<file path="config.mk">
export PLATFORM = sky130hd
export DESIGN_NAME = crc32_key_hash_index_core_flat
export DESIGN_NICKNAME = d
export VERILOG_FILES = /design/src/sv/crckh_pkg.sv /design/src/sv/crckh_ifs.sv /design/src/sv/crc32_key_hash_index_core.sv /design/src/flat_wrapper.sv
export VERILOG_INCLUDE_DIRS = /design/src /design/src/sv
export SDC_FILE = /design/constraint.sdc
export NUM_CORES = 1
export LEC_CHECK = 0
export BUFFER_PORTS_ARGS = -buffer_cell sky130_fd_sc_hd__buf_2
export CORE_UTILIZATION = 51
export CTS_CLUSTER_SIZE = 14
export DETAILED_ROUTE_END_ITERATION = 8
export PLACE_DENSITY = 0.83
export SLEW_MARGIN = 20
export SYNTH_ARGS = -nofsm -noshare
export SYNTH_HDL_FRONTEND = slang
export SYNTH_SLANG_ARGS = --single-unit
</file>
<file path="constraint.sdc">
create_clock -name clk -period 4.9 [get_ports clk]
set_input_delay 0 -clock clk [delete_from_list [all_inputs] [get_ports clk]]
set_output_delay 0 -clock clk [all_outputs]
set_load 0.02 [all_outputs]
</file>
<file path="src/sv/assert_macros.svh">
// Assertion macros shared by the CRC key hash RTL.
// Needs no other file; included by modules that carry assertions.
`ifndef ASSERT_MACROS_SVH
`define ASSERT_MACROS_SVH

// Clocked assertion, disabled while reset is high.
`define ASSERT_CLK(lbl, clk, rst, prop) \
  lbl: assert property (@(posedge clk) disable iff (rst) (prop)) \
    else $error("assertion failed");

// Implication checked in the next cycle, disabled while reset is high.
`define ASSERT_NEXT(lbl, clk, rst, ante, cons) \
  lbl: assert property (@(posedge clk) disable iff (rst) (ante) |=> (cons)) \
    else $error("assertion failed");

`endif

</file>
<file path="src/sv/crckh_pkg.sv">
// Package for the CRC-32 key hash index block: constants and byte fold.
// No dependencies.
`default_nettype none

package crckh_pkg;

  localparam int unsigned CRC_W  = 32;
  localparam int unsigned BYTE_W = 8;

  localparam logic [CRC_W-1:0] GEN_POLY        = 32'h04C1_1DB7;
  localparam logic [CRC_W-1:0] HASH_MASK_RESET = 32'h0000_00FF;

  // Fold one byte into the CRC, MSB first, no reflection, no table.
  function automatic logic [CRC_W-1:0] fold_byte(input logic [CRC_W-1:0] acc,
                                                 input logic [BYTE_W-1:0] b);
    logic [CRC_W-1:0] r;
    r = acc ^ {b, {(CRC_W-BYTE_W){1'b0}}};
    for (int k = 0; k < BYTE_W; k++) begin
      if (r[CRC_W-1]) begin
        r = {r[CRC_W-2:0], 1'b0} ^ GEN_POLY;
      end else begin
        r = {r[CRC_W-2:0], 1'b0};
      end
    end
    return r;
  endfunction

endpackage

`default_nettype wire

</file>
<file path="src/sv/crckh_ifs.sv">
// Valid/ready channel interfaces of the CRC key hash block.
// Depends on crckh_pkg for widths.
`default_nettype none

// Key byte channel: one key byte per item.
interface crckh_key_if;
  logic                             valid;
  logic                             ready;
  logic [crckh_pkg::BYTE_W-1:0]     key_byte;
  logic                             last_byte;
  modport source (output valid, output key_byte, output last_byte, input ready);
  modport sink   (input valid, input key_byte, input last_byte, output ready);
endinterface

// Hash result channel: one bucket index per key.
interface crckh_hash_if;
  logic                             valid;
  logic                             ready;
  logic [crckh_pkg::CRC_W-1:0]      hash_value;
  modport source (output valid, output hash_value, input ready);
  modport sink   (input valid, input hash_value, output ready);
endinterface

// Mask register write channel.
interface crckh_cfg_if;
  logic                             valid;
  logic                             ready;
  logic [crckh_pkg::CRC_W-1:0]      data;
  modport source (output valid, output data, input ready);
  modport sink   (input valid, input data, output ready);
endinterface

`default_nettype wire

</file>
<file path="src/sv/crc32_key_hash_index_core.sv">
// Top level of the CRC-32 key hash index block.
// Depends on crckh_pkg, crckh_ifs.sv and assert_macros.svh.
// Takes one key byte per item, one item per clock when ready: the byte-wide CRC
// fold (polynomial 0x04C11DB7, MSB first, zero init, no final XOR) is
// combinational between the running CRC and result registers. On the last byte
// of a key the CRC ANDed with hash_mask is registered as the result, valid in
// the cycle after the item is taken; the running CRC restarts from zero. The
// result register holds until taken; a new byte is taken whenever that register
// is empty or is being emptied in the same cycle. Mask writes are always taken.
`default_nettype none

`include "assert_macros.svh"

module crc32_key_hash_index_core (
  input  wire logic         clk,
  input  wire logic         rst,
  crckh_key_if.sink         key,
  crckh_hash_if.source      hash,
  crckh_cfg_if.sink         cfg
);

  logic [crckh_pkg::CRC_W-1:0] running_crc;
  logic [crckh_pkg::CRC_W-1:0] hash_mask;
  logic [crckh_pkg::CRC_W-1:0] hash_value;
  logic                        out_valid;
  logic [crckh_pkg::CRC_W-1:0] crc_next;
  logic                        key_take;
  logic                        cfg_take;

  // Handshake: result register empty or draining this cycle.
  assign key.ready  = !out_valid || hash.ready;
  assign key_take   = key.valid && key.ready;
  assign cfg.ready  = 1'b1;
  assign cfg_take   = cfg.valid;

  // Byte-wide CRC update.
  assign crc_next = crckh_pkg::fold_byte(running_crc, key.key_byte);

  // Running CRC and result register.
  always_ff @(posedge clk) begin
    if (rst) begin
      running_crc <= '0;
      out_valid   <= 1'b0;
    end else begin
      if (hash.ready) begin
        out_valid <= 1'b0;
      end
      if (key_take) begin
        if (key.last_byte) begin
          running_crc <= '0;
          out_valid   <= 1'b1;
        end else begin
          running_crc <= crc_next;
        end
      end
    end
  end

  // Result payload, loaded on a last byte.
  always_ff @(posedge clk) begin
    if (key_take && key.last_byte) begin
      hash_value <= crc_next & hash_mask;
    end
  end

  // Mask register.
  always_ff @(posedge clk) begin
    if (rst) begin
      hash_mask <= crckh_pkg::HASH_MASK_RESET;
    end else if (cfg_take) begin
      hash_mask <= cfg.data;
    end
  end

  assign hash.valid      = out_valid;
  assign hash.hash_value = hash_value;

  // Checks.
  `ASSERT_NEXT(a_crc_clear, clk, rst, key_take && key.last_byte, running_crc == '0)
  `ASSERT_NEXT(a_result_up, clk, rst, key_take && key.last_byte, out_valid)
  `ASSERT_NEXT(a_no_spurious, clk, rst, !out_valid && !(key_take && key.last_byte),
               !out_valid)
  `ASSERT_NEXT(a_mask_write, clk, rst, cfg_take, hash_mask == $past(cfg.data))
  `ASSERT_CLK(a_ready_free, clk, rst, !out_valid |-> key.ready)

endmodule

`default_nettype wire
</file>
<file path="src/flat_wrapper.sv">
// flat-port wrapper written by rule: the top's interface ports become plain ports
module crc32_key_hash_index_core_flat 
  (clk, rst, key_valid, key_key_byte, key_last_byte, key_ready, hash_valid, hash_hash_value, hash_ready, cfg_valid, cfg_data, cfg_ready);
  crckh_key_if key_i ();
  crckh_hash_if hash_i ();
  crckh_cfg_if cfg_i ();
  input  wire logic clk;
  input  wire logic rst;
  input wire logic [$bits(key_i.valid)-1:0] key_valid;
  input wire logic [$bits(key_i.key_byte)-1:0] key_key_byte;
  input wire logic [$bits(key_i.last_byte)-1:0] key_last_byte;
  output wire logic [$bits(key_i.ready)-1:0] key_ready;
  output wire logic [$bits(hash_i.valid)-1:0] hash_valid;
  output wire logic [$bits(hash_i.hash_value)-1:0] hash_hash_value;
  input wire logic [$bits(hash_i.ready)-1:0] hash_ready;
  input wire logic [$bits(cfg_i.valid)-1:0] cfg_valid;
  input wire logic [$bits(cfg_i.data)-1:0] cfg_data;
  output wire logic [$bits(cfg_i.ready)-1:0] cfg_ready;
  assign key_i.valid = key_valid;
  assign key_i.key_byte = key_key_byte;
  assign key_i.last_byte = key_last_byte;
  assign key_ready = key_i.ready;
  assign hash_valid = hash_i.valid;
  assign hash_hash_value = hash_i.hash_value;
  assign hash_i.ready = hash_ready;
  assign cfg_i.valid = cfg_valid;
  assign cfg_i.data = cfg_data;
  assign cfg_ready = cfg_i.ready;
  crc32_key_hash_index_core u_core (.clk(clk), .rst(rst), .key(key_i), .hash(hash_i), .cfg(cfg_i));
endmodule
</file>
---- Yosys cells after proc, flatten, opt, wreduce, memory -nomap -nowiden ----
Index checks and enable logic that the tools add are counted.
storage, ports and cells
  register bits ........................... 97
  input port bits ......................... 46
  output and inout bits ................... 35
  word-level logic and storage cells ...... 30
operators by class
  mux-type cells .......................... 12
  bitwise logic cells ..................... 10
  reductions and logical operators ........ 4
operators with widths
  kind                number
  2-to-1 mux 27 bit   8
  inverter 14 bit     8
  AND 32 bit          1
  2-to-1 mux 32 bit   1
  bitwise XOR 32 bit  1
  2-to-1 mux 1 bit    3
  logical AND 1 bit   2
  zero test 1 bit     1
  logical OR 1 bit    1

---- Longest topological paths before layout ----
Gate-level depths: netlist (run 1).
  word-level depth ........................ 18
  depth in mapped cells ................... 7
  depth with buffers taken out ............ 6

---- Least setup slack after synthesis (run 1) ----
Ideal clock, no wire load.
  path type ............................... flip-flop to flip-flop
  from .................................... reg u_core.running_crc[28] (netlist name)
  to ...................................... reg u_core.hash_value, in the netlist u_core.hash.hash_value[9], data pin
  library setup time ...................... 0.255 ns
  arrival time ............................ 1.648 ns
  required time ........................... 4.645 ns
  setup slack ............................. 2.997 ns
  stages on the path, launching flop included .. 7
  path buffers ............................ 0
  period minus slack after synthesis ...... 1.903 ns
  path through ............................ dfxtp_1 -> xnor2_2 -> xnor2_4 -> xor2_1 -> xor2_1 -> xnor2_1 -> and2_1
between the ends
  longest elaborated chain between the ends .. 9
RTL lines
  item                               RTL line                         text
  start: declaration                 crc32_key_hash_index_core.sv:22  logic [crckh_pkg::CRC_W-1:0] running_crc;
  start signal: assignment           crc32_key_hash_index_core.sv:53  running_crc <= crc_next;
  bitwise XOR 32 bit *               crckh_pkg.sv:17                  r = acc ^ {b, {(CRC_W-BYTE_W){1'b0}}};
  2-to-1 mux 27 bit * (2 in series)  crckh_pkg.sv:19                  if (r[CRC_W-1]) begin
  inverter 14 bit (no line)          -
  2-to-1 mux 27 bit *                crckh_pkg.sv:19
  inverter 14 bit (no line)          -
  2-to-1 mux 27 bit * (2 in series)  crckh_pkg.sv:19
  AND 32 bit *                       crc32_key_hash_index_core.sv:62  hash_value <= crc_next & hash_mask;
  end signal: assignment             crc32_key_hash_index_core.sv:62
  end: declaration                   crc32_key_hash_index_core.sv:24  logic [crckh_pkg::CRC_W-1:0] hash_value;
Every way passes the cells marked *; elsewhere a longest branch is shown, timed or not.
A chain may end at the register's enable or synchronous reset.

---- Final worst setup path (run 1) ----
  from .................................... reg u_core.running_crc[24] (netlist name)
  to ...................................... reg u_core.hash_value, in the netlist u_core.hash.hash_value[12], data pin
between the ends
  longest elaborated chain between the ends .. 6
RTL lines
  item                               RTL line
  bitwise XOR 32 bit *               crckh_pkg.sv:17
  2-to-1 mux 27 bit *                crckh_pkg.sv:19
  inverter 14 bit (no line)          -
  2-to-1 mux 27 bit * (2 in series)  crckh_pkg.sv:19
  AND 32 bit *                       crc32_key_hash_index_core.sv:62
Marks and branches as above.

==> flow_results.org, run 1 <==
** Die
- I/O pin count :: 81
- The initialized floorplan defines 32 standard-cell rows.
- Core region area :: 7810 um^2
- The die covers 8550 um^2.
- Height of the die :: 92.5 um
- The die is 92.5 um wide.
- The initial utilization of the core area, before any placement, comes to 53.5%.

** Place
- Weighted congestion reported at the end of routability-driven placement :: 0.884
- After detailed placement, the total cell area comes to 4650 um^2.
- Detailed placement finished with a half-perimeter wire length of 5.97 mm.
- Input and output buffers added on the ports amount to 79.

** Cells and area
- Nets :: 512
- Footprint of the multi-input gates :: 1840 um^2
- The library cells used most frequently in the layout, excluding fill and tap cells, are 79 x buf_2, 65 x dfxtp_1, 55 x nor2_1.
- Leaving out fill and tap cells, the most frequent cell in the layout is buf_2.
- The layout has 589 filler cells.
- The finished cells cover 5190 um^2.
- Cells with a size suffix above 1 make up 23.6% of the layout.
- Post-synthesis to final-layout area growth :: 24.4%
- 0 antenna diodes ended up in the layout.
- In the final layout, flip-flops and latches occupy 2260 um^2.

** STA
- Setup repair after global routing missed its margin :: false
- Relative slew slack :: 35.6%
- Post-route clock period utilization :: 47.2%
- Highest attainable clock frequency :: 0.433 GHz
- Final setup violation count :: 0
- Pins Over Slew Limit :: 0
- Final setup skew :: 0.00739 ns
- The number of failing hold endpoints at the final stage is 0.
- Min cycle time layout :: 2.31 ns
- Slew at the pin closest to its max-slew limit :: 0.966 ns
- Setup_tns :: 0 ns

** Drt
- The first detailed-routing pass took 4 iterations.
- After detailed routing, the number of vias per cell comes to 5.02.
- After detailed routing, the number of remaining DRC violations is 0.
- The detailed router finished its first iteration with 178 violations.
- Detail-routed net length per standard cell :: 15.1 um
- For this block, the routed nets add up to 8.65 mm of wire.
- Via count :: 2,878
- The detail route stage leaves a number of antenna-violating nets equal to 0.

** Global route
- Initial antenna violation count :: 0
- Global routing finished with a remaining overflow of 0.
- Via count of the first global-routing pass :: 2,845
- Across every metal layer, demand over resource in global routing totals 21.2%.
- Largest net degree at the start of global routing :: 58
- Global-route wire length before repair :: 13.9 mm

** Yosys
- Sequential fraction of the synthesis area :: 54.2%
- After synthesis, the netlist uses 26 different library cells.
- Syn. warnings :: 0
- Ranked by total cell area, the synthesized netlist is headed by dfxtp_1 31%, edfxtp_1 23%, xnor2_1 9.4%, mux2i_1 7.7%, a22oi_1 5.0%.
- In this run the cell area of the synthesized design comes to 4170 um^2.
- Dividing the synthesized area by the synthesized cell count gives 11.8 um^2.
- After synthesis, the largest area contributor takes up 31.2% of total cell area.
- The synthesized design spends more area on one cell type than any other, namely dfxtp_1.
- Synthesis-stage register bit count :: 97
- When the netlist entered floorplanning its net count stood at 401.
- In the synthesized netlist, the number of instances is 355.

** Pwr
- P_leak :: 2.14 nW
- PD cells :: 432 nW/um^2
- The worst-case IR drop observed on VDD is 0.269 mV.

** Clocking
- At the later pin of the worst-skew pair, clock insertion delay measures 0.36 ns.
- Clock-pin slew was measured on the worst setup and hold paths at 0.09 ns.
- The H-tree was split into 3 levels.
- Master cell of the clock root buffer :: clkbuf_8
- Clock tree sinks :: 97
- Buffers inserted to repair hold after CTS numbered 35.
- Buffers added to address setup during post-CTS repair amount to 0.
- TritonCTS Buffers :: 9
- TritonCTS clock tree :: yes
- Largest buffer count on any clock path :: 2
- Gates resized, CTS repair :: 0

** Critical path
- Nature of the critical path endpoint :: flip-flop
- Data on the critical path arrives at its endpoint at 2.43 ns.
- CP max FO :: 7
- The critical path in this run is classified as reg -> reg.
- CP startpoint kind :: flip-flop
- STA puts the critical path data required time at 5.02 ns.

** Min path
- Path type of the worst min-delay path :: in -> reg

** Job
- Max-capacitance violation count :: 0

** Status
- Outcome :: finished, final reports clean
==> power breakdown <==
part	internal [mW]	leakage [nW]	switching (mW)
logic	0.350	1.20	0.415
registers	0.932	0.842	0.0470
clock network	0.237	0.0937	0.264
==> worst max-delay path, stage by stage, from the launching register on <==
cell,delay (ns)
dfxtp_1,0.37
xnor2_4,0.34
xor2_4,0.38
xnor2_1,0.24
xnor2_1,0.37
xnor2_1,0.18
and2_1,0.18
==> cell type report <==
class                           count  share of cell area, %
Clock buffer                       11                   2.53
Timing Repair Buffer              117                   14.8
Multi-Input combinational cell    238                   35.3
Tap cell                          102                   2.46
Sequential cell                    97                   43.6
Clock inverter                      5                   1.08
Inverter                            3                  0.217
==> sequential cells by signal, indices dropped and copies added, names as in the netlist <==
signal and count:
u_core.hash.hash_value 32, u_core.hash.valid 1, u_core.hash_mask 32, u_core.running_crc 32
==> Yosys cell counts (all sizes together) <==
library cell and instances:
and2 30, nor2 55, clkbuf 10, conb 1, a22oi 28, a21oi 3
mux2i 32, a32o 2, xnor3 2, edfxtp 32, xor2 14, buf 7
nand2 12, and3 1, nor3 1, dfxtp 65, clkinv 1, inv 2
xnor2 54, nand2b 3
==> layer usage <==
layer	part of all wire, %	routed length [um]	GRT usage (%)
met1	44	3840	27.1
met2	50	4310	36.7
met3	4.7	404	3.28
met4	1.0	87	6.77
met5	0	0	0
==> per-stage QoR <==
stage                     power (mW)  cells  utilization [%]  worst slack, ns  hold WS, ns
after floorplan                 1.55    355                -             3.00        0.128
after global placement          1.72    522             59.6             2.61        0.220
after detailed placement        1.74    522             59.6             2.59        0.222
after CTS                       2.25    573             66.5             2.59       0.0883
after global routing            2.36    573             66.5             2.48        0.116
final                           2.24    573             66.5             2.59       0.0936
==> worst paths after layout <==
path | startpoint | end | slack [ns] | depth (start not counted)
max reg2reg | u_core.running_crc[24]$_SDFFE_PP0P_ | u_core.hash.hash_value[12]$_DFFE_PP_ | 2.59 | 6
max | u_core.running_crc[24]$_SDFFE_PP0P_ | u_core.hash.hash_value[12]$_DFFE_PP_ | 2.59 | 6
min reg2reg | u_core.hash_mask[6]$_SDFFE_PP1P_ | u_core.hash_mask[6]$_SDFFE_PP1P_ | 0.48 | 2
min | key_last_byte | u_core.running_crc[9]$_SDFFE_PP0P_ | 0.09 | 3
==> cell families after synthesis <==
family          share of synthesized area (%)
other cells                            0.0898
mux                                      7.67
compound gates                           5.88
buf+inv                                  1.89
flops                                    54.2
xor+xnor                                 18.9
simple gates                             11.3
No activity file was read; power rests on OpenSTA's default activity.
==> run 2: changes to the inputs <==
--- a/config.mk
+++ b/config.mk
@@ -6,11 +6,12 @@
 export SDC_FILE = /design/constraint.sdc
 export NUM_CORES = 1
 export LEC_CHECK = 0
+export ABC_AREA = 1
 export BUFFER_PORTS_ARGS = -buffer_cell sky130_fd_sc_hd__buf_2
 export CORE_UTILIZATION = 51
 export CTS_CLUSTER_SIZE = 14
 export DETAILED_ROUTE_END_ITERATION = 8
-export PLACE_DENSITY = 0.83
+export PLACE_DENSITY = 0.82
 export SLEW_MARGIN = 20
 export SYNTH_ARGS = -nofsm -noshare
 export SYNTH_HDL_FRONTEND = slang
==> constraint.sdc (replaced) <==
create_clock -name clk -period 2.2 [get_ports clk]
set_input_delay 0 -clock clk [delete_from_list [all_inputs] [get_ports clk]]
set_output_delay 0 -clock clk [all_outputs]
set_load 0.02 [all_outputs]
==> run 2 against run 1 <==
- fmax increased by 28%
- hold slack got worse by 0.073 ns
- critical path type unchanged
- setup slack got worse by 2.2 ns
==> flow_results.org, run 2 <==
** Cells and area
- In the final layout, the share of cells above drive strength 1 is 20.6%.
- The final layout contains 695 nets.
- The repair_antennas step left the layout with diodes totalling 0.
- Regs by FF count :: u_core.hash.hash_value (32), u_core.hash_mask (32), u_core.running_crc (32)
- Filler-free cell count of the finished design :: 759
- Summing all non-filler instances in the final layout gives an area of 5540 um^2.
- Leaving out fill and tap cells, the most frequent cell in the layout is nand2_1.
- Number of filler cells placed in the layout :: 649
- The top cell types in the final layout, fill and taps aside, are 131 x nand2_1, 79 x buf_2, 65 x dfxtp_1.
- Relative to the synthesized area, the layout overhead comes to 23.3%.

** Place
- After detailed placement, the total cell area comes to 5010 um^2.
- Weighted congestion reported at the end of routability-driven placement :: 0.923
- Number of buffers added on ports :: 79
- The wire-length estimate of the detail-placed layout is 7.76 mm.
- At the placement stage, the worst setup path has a slack of 0.442 ns.
- The number of placed instances, taps included, is 711.

** Die
- Height of the die :: 95.8 um
- The floorplan step defined a die boundary enclosing 9180 um^2.
- Row generation in the floorplan step produced 33 rows.
- I/O pin count :: 81
- Initial Utilization :: 53.6%
- Die W :: 95.8 um
- After floorplanning, the core was sized to cover 8380 um^2.

** STA
- The total count of max-transition violations in the final report is 0.
- Post-route clock period utilization :: 81.9%
- Final setup skew :: 0.00720 ns
- Final setup violation count :: 0
- Setup repair after global routing left no endpoint under its margin.
- Subtracting the final worst setup slack from the clock period gives 1.80 ns.
- Highest attainable clock frequency :: 0.555 GHz
- Relative slew slack :: 52.8%
- Slew at the pin closest to its max-slew limit :: 0.707 ns
- Number of endpoints with negative hold slack in the final report :: 0
- After routing, the total negative slack on setup checks comes to 0 ns.
- Setup slack closes at 0.398 ns.

** Yosys
- Average cell area after synthesis :: 8.35 um^2
- Synth cell count leaders :: 131 x nand2_1, 65 x dfxtp_1, 51 x nor2_1
- Summed over its instances, the top area cell type makes up 29.0% of the synthesized netlist area.
- Cell count after synthesis :: 538
- Post-synthesis instance area :: 4490 um^2
- Most used standard cell by instance count after synthesis :: nand2_1
- The number of different library cells used by synthesis comes to 31.
- Yosys attributes the largest share of cell area to dfxtp_1 29%, edfxtp_1 21%, nand2_1 11%, xor2_1 7.0%, nor2_1 4.3%.
- Syn. warnings :: 0
- Counting every net in the synthesized netlist gives 584.
- The most used flip-flop cell after synthesis is dfxtp_1.
- Sequential fraction of the synthesis area :: 50.4%
- Post-synthesis async set-or-reset flop share :: 0%
- Synthesis-stage register bit count :: 97
- Count of flip-flops with a built-in enable after synthesis :: 32
- Cell type with the highest aggregate area in the netlist :: dfxtp_1

** Pwr
- Dividing total power by cell area gives a power density of 796 nW/um^2.
- Maximum ir drop on the vdd rail :: 0.403 mV
- P_leak :: 2.55 nW

** Clocking
- TritonCTS Buffers :: 9
- Master cell of the clock root buffer :: clkbuf_8
- Maximum level of the CTS H-tree :: 3
- Gates resized, CTS repair :: 0
- Worst-Skew Late Latency :: 0.37 ns
- The clock passes through at most 2 buffers.
- For this design, the sink count on the clock tree is 97.
- Postcts setup bufs :: 0
- TritonCTS clock tree :: yes
- After clock tree synthesis, the clock-pin slew on the worst setup and hold paths is 0.09 ns.

** Drt
- Pre-Repair DR Iteration Count :: 4
- Via count :: 3,921
- For this run, design rule violations remaining after detail routing come to 0.
- DR vias/cell :: 5.17
- After detailed routing, the total wire length is 10.9 mm.
- DRT antenna net count :: 0
- Number of DRC markers in iteration 0 :: 193
- Detail-routed net length per standard cell :: 14.4 um

** Job
- Max-capacitance violation count :: 0

** Critical path
- Along the worst path, the maximum fanout reaches 10.
- STA classifies the critical path endpoint as a flip-flop.
- Worst Path Class, Setup :: reg -> reg
- Data on the critical path is required at its endpoint by 2.33 ns.
- STA classifies the critical path startpoint as a flip-flop.
- Data arrives at the worst endpoint at 1.93 ns.

** Status
- Outcome :: finished, final reports clean

** Global route
- The initial antenna violation count was 0.
- Largest net degree at the start of global routing :: 37
- The total overflow left after global routing is 0.
- Global-route wire length before repair :: 17.5 mm
- Global routing used 25.4% of the available tracks.
- The number of global-route vias before repair came to 3,851.

** Min path
- The worst hold path belongs to the class in -> reg.
-- run 2: cell types whose count changed after synthesis, sizes merged, moves of 28 or more --
cell	previous run	this run
nand2	12	152
mux2i	32	0
xnor2	54	12
o21ai	0	29
a22oi	28	0
inv	2	43
a21oi	3	38
-- run 2: final timing paths --
path | slack, ns | from | to | cells past startpoint
max | 0.40 | u_core.running_crc[24]$_SDFFE_PP0P_ | u_core.hash.hash_value[11]$_DFFE_PP_ | 10
max reg2reg | 0.40 | u_core.running_crc[24]$_SDFFE_PP0P_ | u_core.hash.hash_value[11]$_DFFE_PP_ | 10
min reg2reg | 0.46 | u_core.hash_mask[22]$_SDFFE_PP0P_ | u_core.hash_mask[22]$_SDFFE_PP0P_ | 2
min | 0.02 | key_last_byte | u_core.running_crc[24]$_SDFFE_PP0P_ | 4
-- run 2: layout make-up --
type / instances / area (um^2) / area share [%]
Sequential cell: 97 / 2260 / 40.8
Multi-Input combinational cell: 378 / 1990 / 35.9
Timing Repair Buffer: 119 / 776 / 14.0
Inverter: 44 / 170 / 3.07
Tap cell: 105 / 131 / 2.37
Clock buffer: 10 / 128 / 2.30
Clock inverter: 6 / 82.6 / 1.49
-- run 2: what timing repair did --
action / in CTS / in global routing
endpoints found under the setup margin: 0 / 0
hold buffers: 32 / 0
hold endpoints to repair: 32 / 0
-- run 2: logic make-up (layout without fill, tap and decap cells) --
group | after synthesis | in the layout | share of synthesized area (%)
buffers and inverters | 63 | 179 | 5.52
other | 1 | 1 | 0.0835
AO/OA/AOI/OAI | 74 | 74 | 8.83
flip-flops | 97 | 97 | 50.4
AND/OR/NAND/NOR | 254 | 254 | 25.0
XOR/XNOR | 49 | 49 | 10.1
-- run 2: layer usage --
metal | vias to the layer above | part of all wire (%) | global-route usage [%]
li1 | 1934 | - | -
met2 | 132 | 50 | 43.9
met4 | 0 | 2.2 | 10.3
met3 | 20 | 5.4 | 5.21
met5 | - | 0 | 0
met1 | 1835 | 43 | 30.8
-- run 2: stage by stage --
step / power (mW) / util, % / hold WS (ns)
6_report: 4.41 / 66.1 / 0.0203
5_1_grt: 4.62 / 66.1 / 0.0371
4_1_cts: 4.40 / 66.1 / 0.0143
3_5_place_dp: 3.13 / 59.7 / 0.213
3_3_place_gp: 3.09 / 59.7 / 0.212
2_1_floorplan: 2.84 / - / 0.122
-- run 2: power breakdown --
part / internal [mW] / leakage [nW] / switching (mW)
clock: 0.636 / 0.108 / 0.624
combinational: 0.405 / 1.60 / 0.669
sequential: 2.00 / 0.845 / 0.0710
total: 3.04 / 2.55 / 1.36
-- run 2: critical path: stages (launching register included) --
cell and delay (ns):
dfxtp_1 0.42, nand2_1 0.09, nand2_1 0.12, nand2_1 0.10, nand2_4 0.20, clkinv_4 0.10, nand2_2 0.11, nand2_2 0.08
nand2_1 0.09, nand3_1 0.09, and3_1 0.16
==> run 3: changes to the inputs <==
==> constraint.sdc (replaced) <==
create_clock -name clk -period 1.8 [get_ports clk]
set_input_delay 0 -clock clk [delete_from_list [all_inputs] [get_ports clk]]
set_output_delay 0 -clock clk [all_outputs]
set_load 0.02 [all_outputs]
==> run 3 against run 2 <==
- global-route usage shrank 0.085 points
- critical endpoint is now u_core.hash.hash_value[10]$_DFFE_PP_
- flip-flop and latch count unchanged
- first-iteration DRC count grew 33%
- via count rose by 1.5%
- largest power group unchanged
- non-clock buffer count rose by 9
- die area did not move
- highest routed layer unchanged
==> flow_results.org, run 3 (synthesis results as in run 2) <==
** Status
- The run finished with clean final reports.

** Drt
- Number of DRC markers in iteration 0 :: 256
- Once detail routing completed, the nets flagged for antenna violations numbered 0.
- The final route contains 3,978 vias.
- Dividing the detail-routed wire length by the instance count gives 14.4 um.
- In the routed layout, each cell is associated on average with a via count of 5.17.
- DRT Wirelength :: 11.1 mm
- The first detailed-routing pass ran for 5 iterations.
- Post-detailed-route DRC marker count :: 0

** Clocking
- Clock tree sinks :: 97
- Post-CTS clock slew at the launch and capture registers of the worst setup and hold paths :: 0.09 ns
- At the later pin of the worst-skew pair, clock insertion delay measures 0.37 ns.
- In this run, CTS created clock tree buffers numbering 9.
- Maximum level of the CTS H-tree :: 3
- In this run the clock root is driven by a clkbuf_8.
- No sink is reached through more buffers than the 2 on the longest clock path.
- TritonCTS clock tree :: yes

** Cells and area
- Antenna Diode Count :: 0
- Post-synthesis to final-layout area growth :: 26.7%
- At the end of the flow, the number of nets in the layout was 705.
- Number of filler cells placed in the layout :: 650
- Leaving out fill and tap cells, the most frequent cells in the layout are 125 x nand2_1, 79 x buf_2, 63 x dfxtp_1.
- The largest registers in the layout are u_core.hash.hash_value (32), u_core.hash_mask (32), u_core.running_crc (32).
- The finished layout holds 769 standard cells, fillers aside.
- The library cell used most frequently in the layout, excluding fill and tap cells, is nand2_1.
- In the final layout, the share of cells above drive strength 1 is 23.2%.

** STA
- Post-route clock period utilization :: 99.3%
- Final setup skew :: 0.0103 ns
- Static timing analysis puts the maximum clock frequency at 0.560 GHz.
- Number of endpoints with negative hold slack in the final report :: 0
- Setup repair after global routing missed its margin :: true
- Min cycle time layout :: 1.79 ns
- The worst pin sits at a relative slew slack of 61.2%.
- Slew at the pin closest to its max-slew limit :: 0.582 ns
- The total count of max-transition violations in the final report is 0.
- Setup violations remaining at the end of the flow were counted as 0.

** Global route
- Global-route congestion overflow total :: 0
- Initial antenna violation count :: 0
- GRT Util Overall :: 25.3%
- Via count of the first global-routing pass :: 3,797
- Largest net degree at the start of global routing :: 37
- Global-route wire length before repair :: 17.3 mm

** Critical path
- Reg2reg end :: u_core.hash.hash_value[10]$_DFFE_PP_
- The worst register-to-register path has a setup slack of 0.01 ns.
- R2R cell count :: 8
- The worst register-to-register path begins at u_core.running_crc[27]$_SDFFE_PP0P_.
- Crit path DAT :: 1.91 ns
- STA classifies the critical path endpoint as a flip-flop.
- CP startpoint kind :: flip-flop
- Worst Path Class, Setup :: reg -> reg
- CP max FO :: 5
- Endpoint required time on the critical path :: 1.93 ns

** Pwr
- Overall power of the completed layout :: 5.63 mW
- For this design the total switching power over the nets is 1.68 mW.
- Combinational logic is responsible for 24.7% of the overall power.
- Summed over all cells, the static leakage comes to 2.63 nW.
- Internal power comes to 3.96 mW.
- Across the VDD grid, the largest voltage drop is 0.488 mV.
- PD cells :: 990 nW/um^2
- Switching Share :: 29.8%
- Fraction of power consumed by the clock network :: 30.3%
- Sequential cells account for 45.1% of the total power.

** Min path
- Along the worst hold path, the cell count comes to 5.
- Worst Hold Launch :: key_last_byte
- For hold timing, the worst endpoint is u_core.hash.valid$_SDFF_PP0_.
- Path type of the worst min-delay path :: in -> reg

** Die
- In this run the count of I/O pins placed on the die edge is 81.
- For this configuration, the core starts out at a cell density of 53.6%.
- Site row count :: 33
- After floorplanning, the core was sized to cover 8380 um^2.
- Die W :: 95.8 um
- Die area :: 9180 um^2
- The die is 95.8 um tall.

** Place
- Including well taps, the total number of placed cells is 711.
- At the end of routability-driven placement, the weighted congestion stood at 0.891.
- Buffers placed on the I/O ports in this run total 79.
- After legalization and detailed placement, the total HPWL measured 7.54 mm.

** Job
- Max-capacitance violation count :: 0
## run 3: cell types whose count changed in the layout (fill, tap and decap cells not counted), sizes merged
cell | before | now
buf | 87 | 95
nand2 | 152 | 153
dlygate4sd3 | 32 | 33
clkbuf | 10 | 11
clkinv | 5 | 3
bufinv | 2 | 3
## run 3: worst max-delay path, stage by stage, from the launching register on
cell,delay [ns]
dfxtp_2,0.38
inv_1,0.08
nand2_2,0.08
nand2_4,0.11
xnor2_4,0.26
buf_4,0.19
xor2_1,0.19
nand2_1,0.10
and3_1,0.17
## run 3: repair_timing
action	4_1_cts	5_1_grt
endpoints found under the setup margin	1	11
endpoints found under the hold margin	33	0
hold buffers	33	0
buffers inserted	3	5
pin swaps	1	2
gates resized for setup	0	9
gates cloned	0	1
## run 3: stage by stage
step	setup slack [ns]	setup TNS (ns)	util [%]	area [um^2]	hold slack, ns
2_1_floorplan	0.00951	0	-	4500	0.122
3_3_place_gp	0.0403	0	59.9	5020	0.212
3_5_place_dp	0.00698	0	59.9	5020	0.222
4_1_cts	0.0254	0	67.1	5620	0.0636
5_1_grt	-0.0247	-0.0920	67.9	5690	0.107
6_report	0.0129	0	67.9	5690	0.0705
## run 3: final cells by class
cell class | instances | area, um^2 | share of cell area (%)
Timing Repair Buffer | 128 | 858 | 15.1
Clock inverter | 5 | 104 | 1.82
Clock buffer | 11 | 141 | 2.48
Sequential cell | 97 | 2260 | 39.8
Inverter | 44 | 170 | 2.99
Tap cell | 105 | 131 | 2.31
Multi-Input combinational cell | 379 | 2020 | 35.5
## run 3: power groups by stage
stage | registers [mW] | clock network (mW) | logic (mW)
after floorplan | 2.63 | 0 | 0.845
after global placement | 2.58 | 0 | 1.21
after CTS | 2.54 | 1.73 | 1.33
after detailed placement | 2.58 | 0 | 1.24
final | 2.54 | 1.70 | 1.39
after global routing | 2.55 | 1.80 | 1.53
## run 3: worst max path at each step
stage / start / end / slack (ns) / cells past startpoint
after global routing: u_core.running_crc[27]$_SDFFE_PP0P_ / u_core.running_crc[14]$_SDFFE_PP0P_ / -0.02 / 12
after detailed placement: u_core.running_crc[27]$_SDFFE_PP0P_ / u_core.hash.hash_value[13]$_DFFE_PP_ / 0.007 / 7
after global placement: u_core.running_crc[27]$_SDFFE_PP0P_ / u_core.hash.hash_value[13]$_DFFE_PP_ / 0.04 / 7
after floorplan: u_core.hash.valid$_SDFF_PP0_ / u_core.hash.hash_value[0]$_DFFE_PP_ / 0.01 / 4
after CTS: u_core.running_crc[30]$_SDFFE_PP0P_ / u_core.hash.hash_value[8]$_DFFE_PP_ / 0.03 / 11
final: u_core.running_crc[27]$_SDFFE_PP0P_ / u_core.hash.hash_value[10]$_DFFE_PP_ / 0.01 / 8
## run 3: metal layers
| metal | up-vias | GRT usage, % | share of wire [%] |
|---|---|---|---|
| li1 | 1956 | - | - |
| met1 | 1844 | 30.3 | 42 |
| met2 | 146 | 43.5 | 49 |
| met3 | 32 | 5.37 | 5.2 |
| met4 | 0 | 11.6 | 3.4 |
| met5 | - | 0 | 0 |
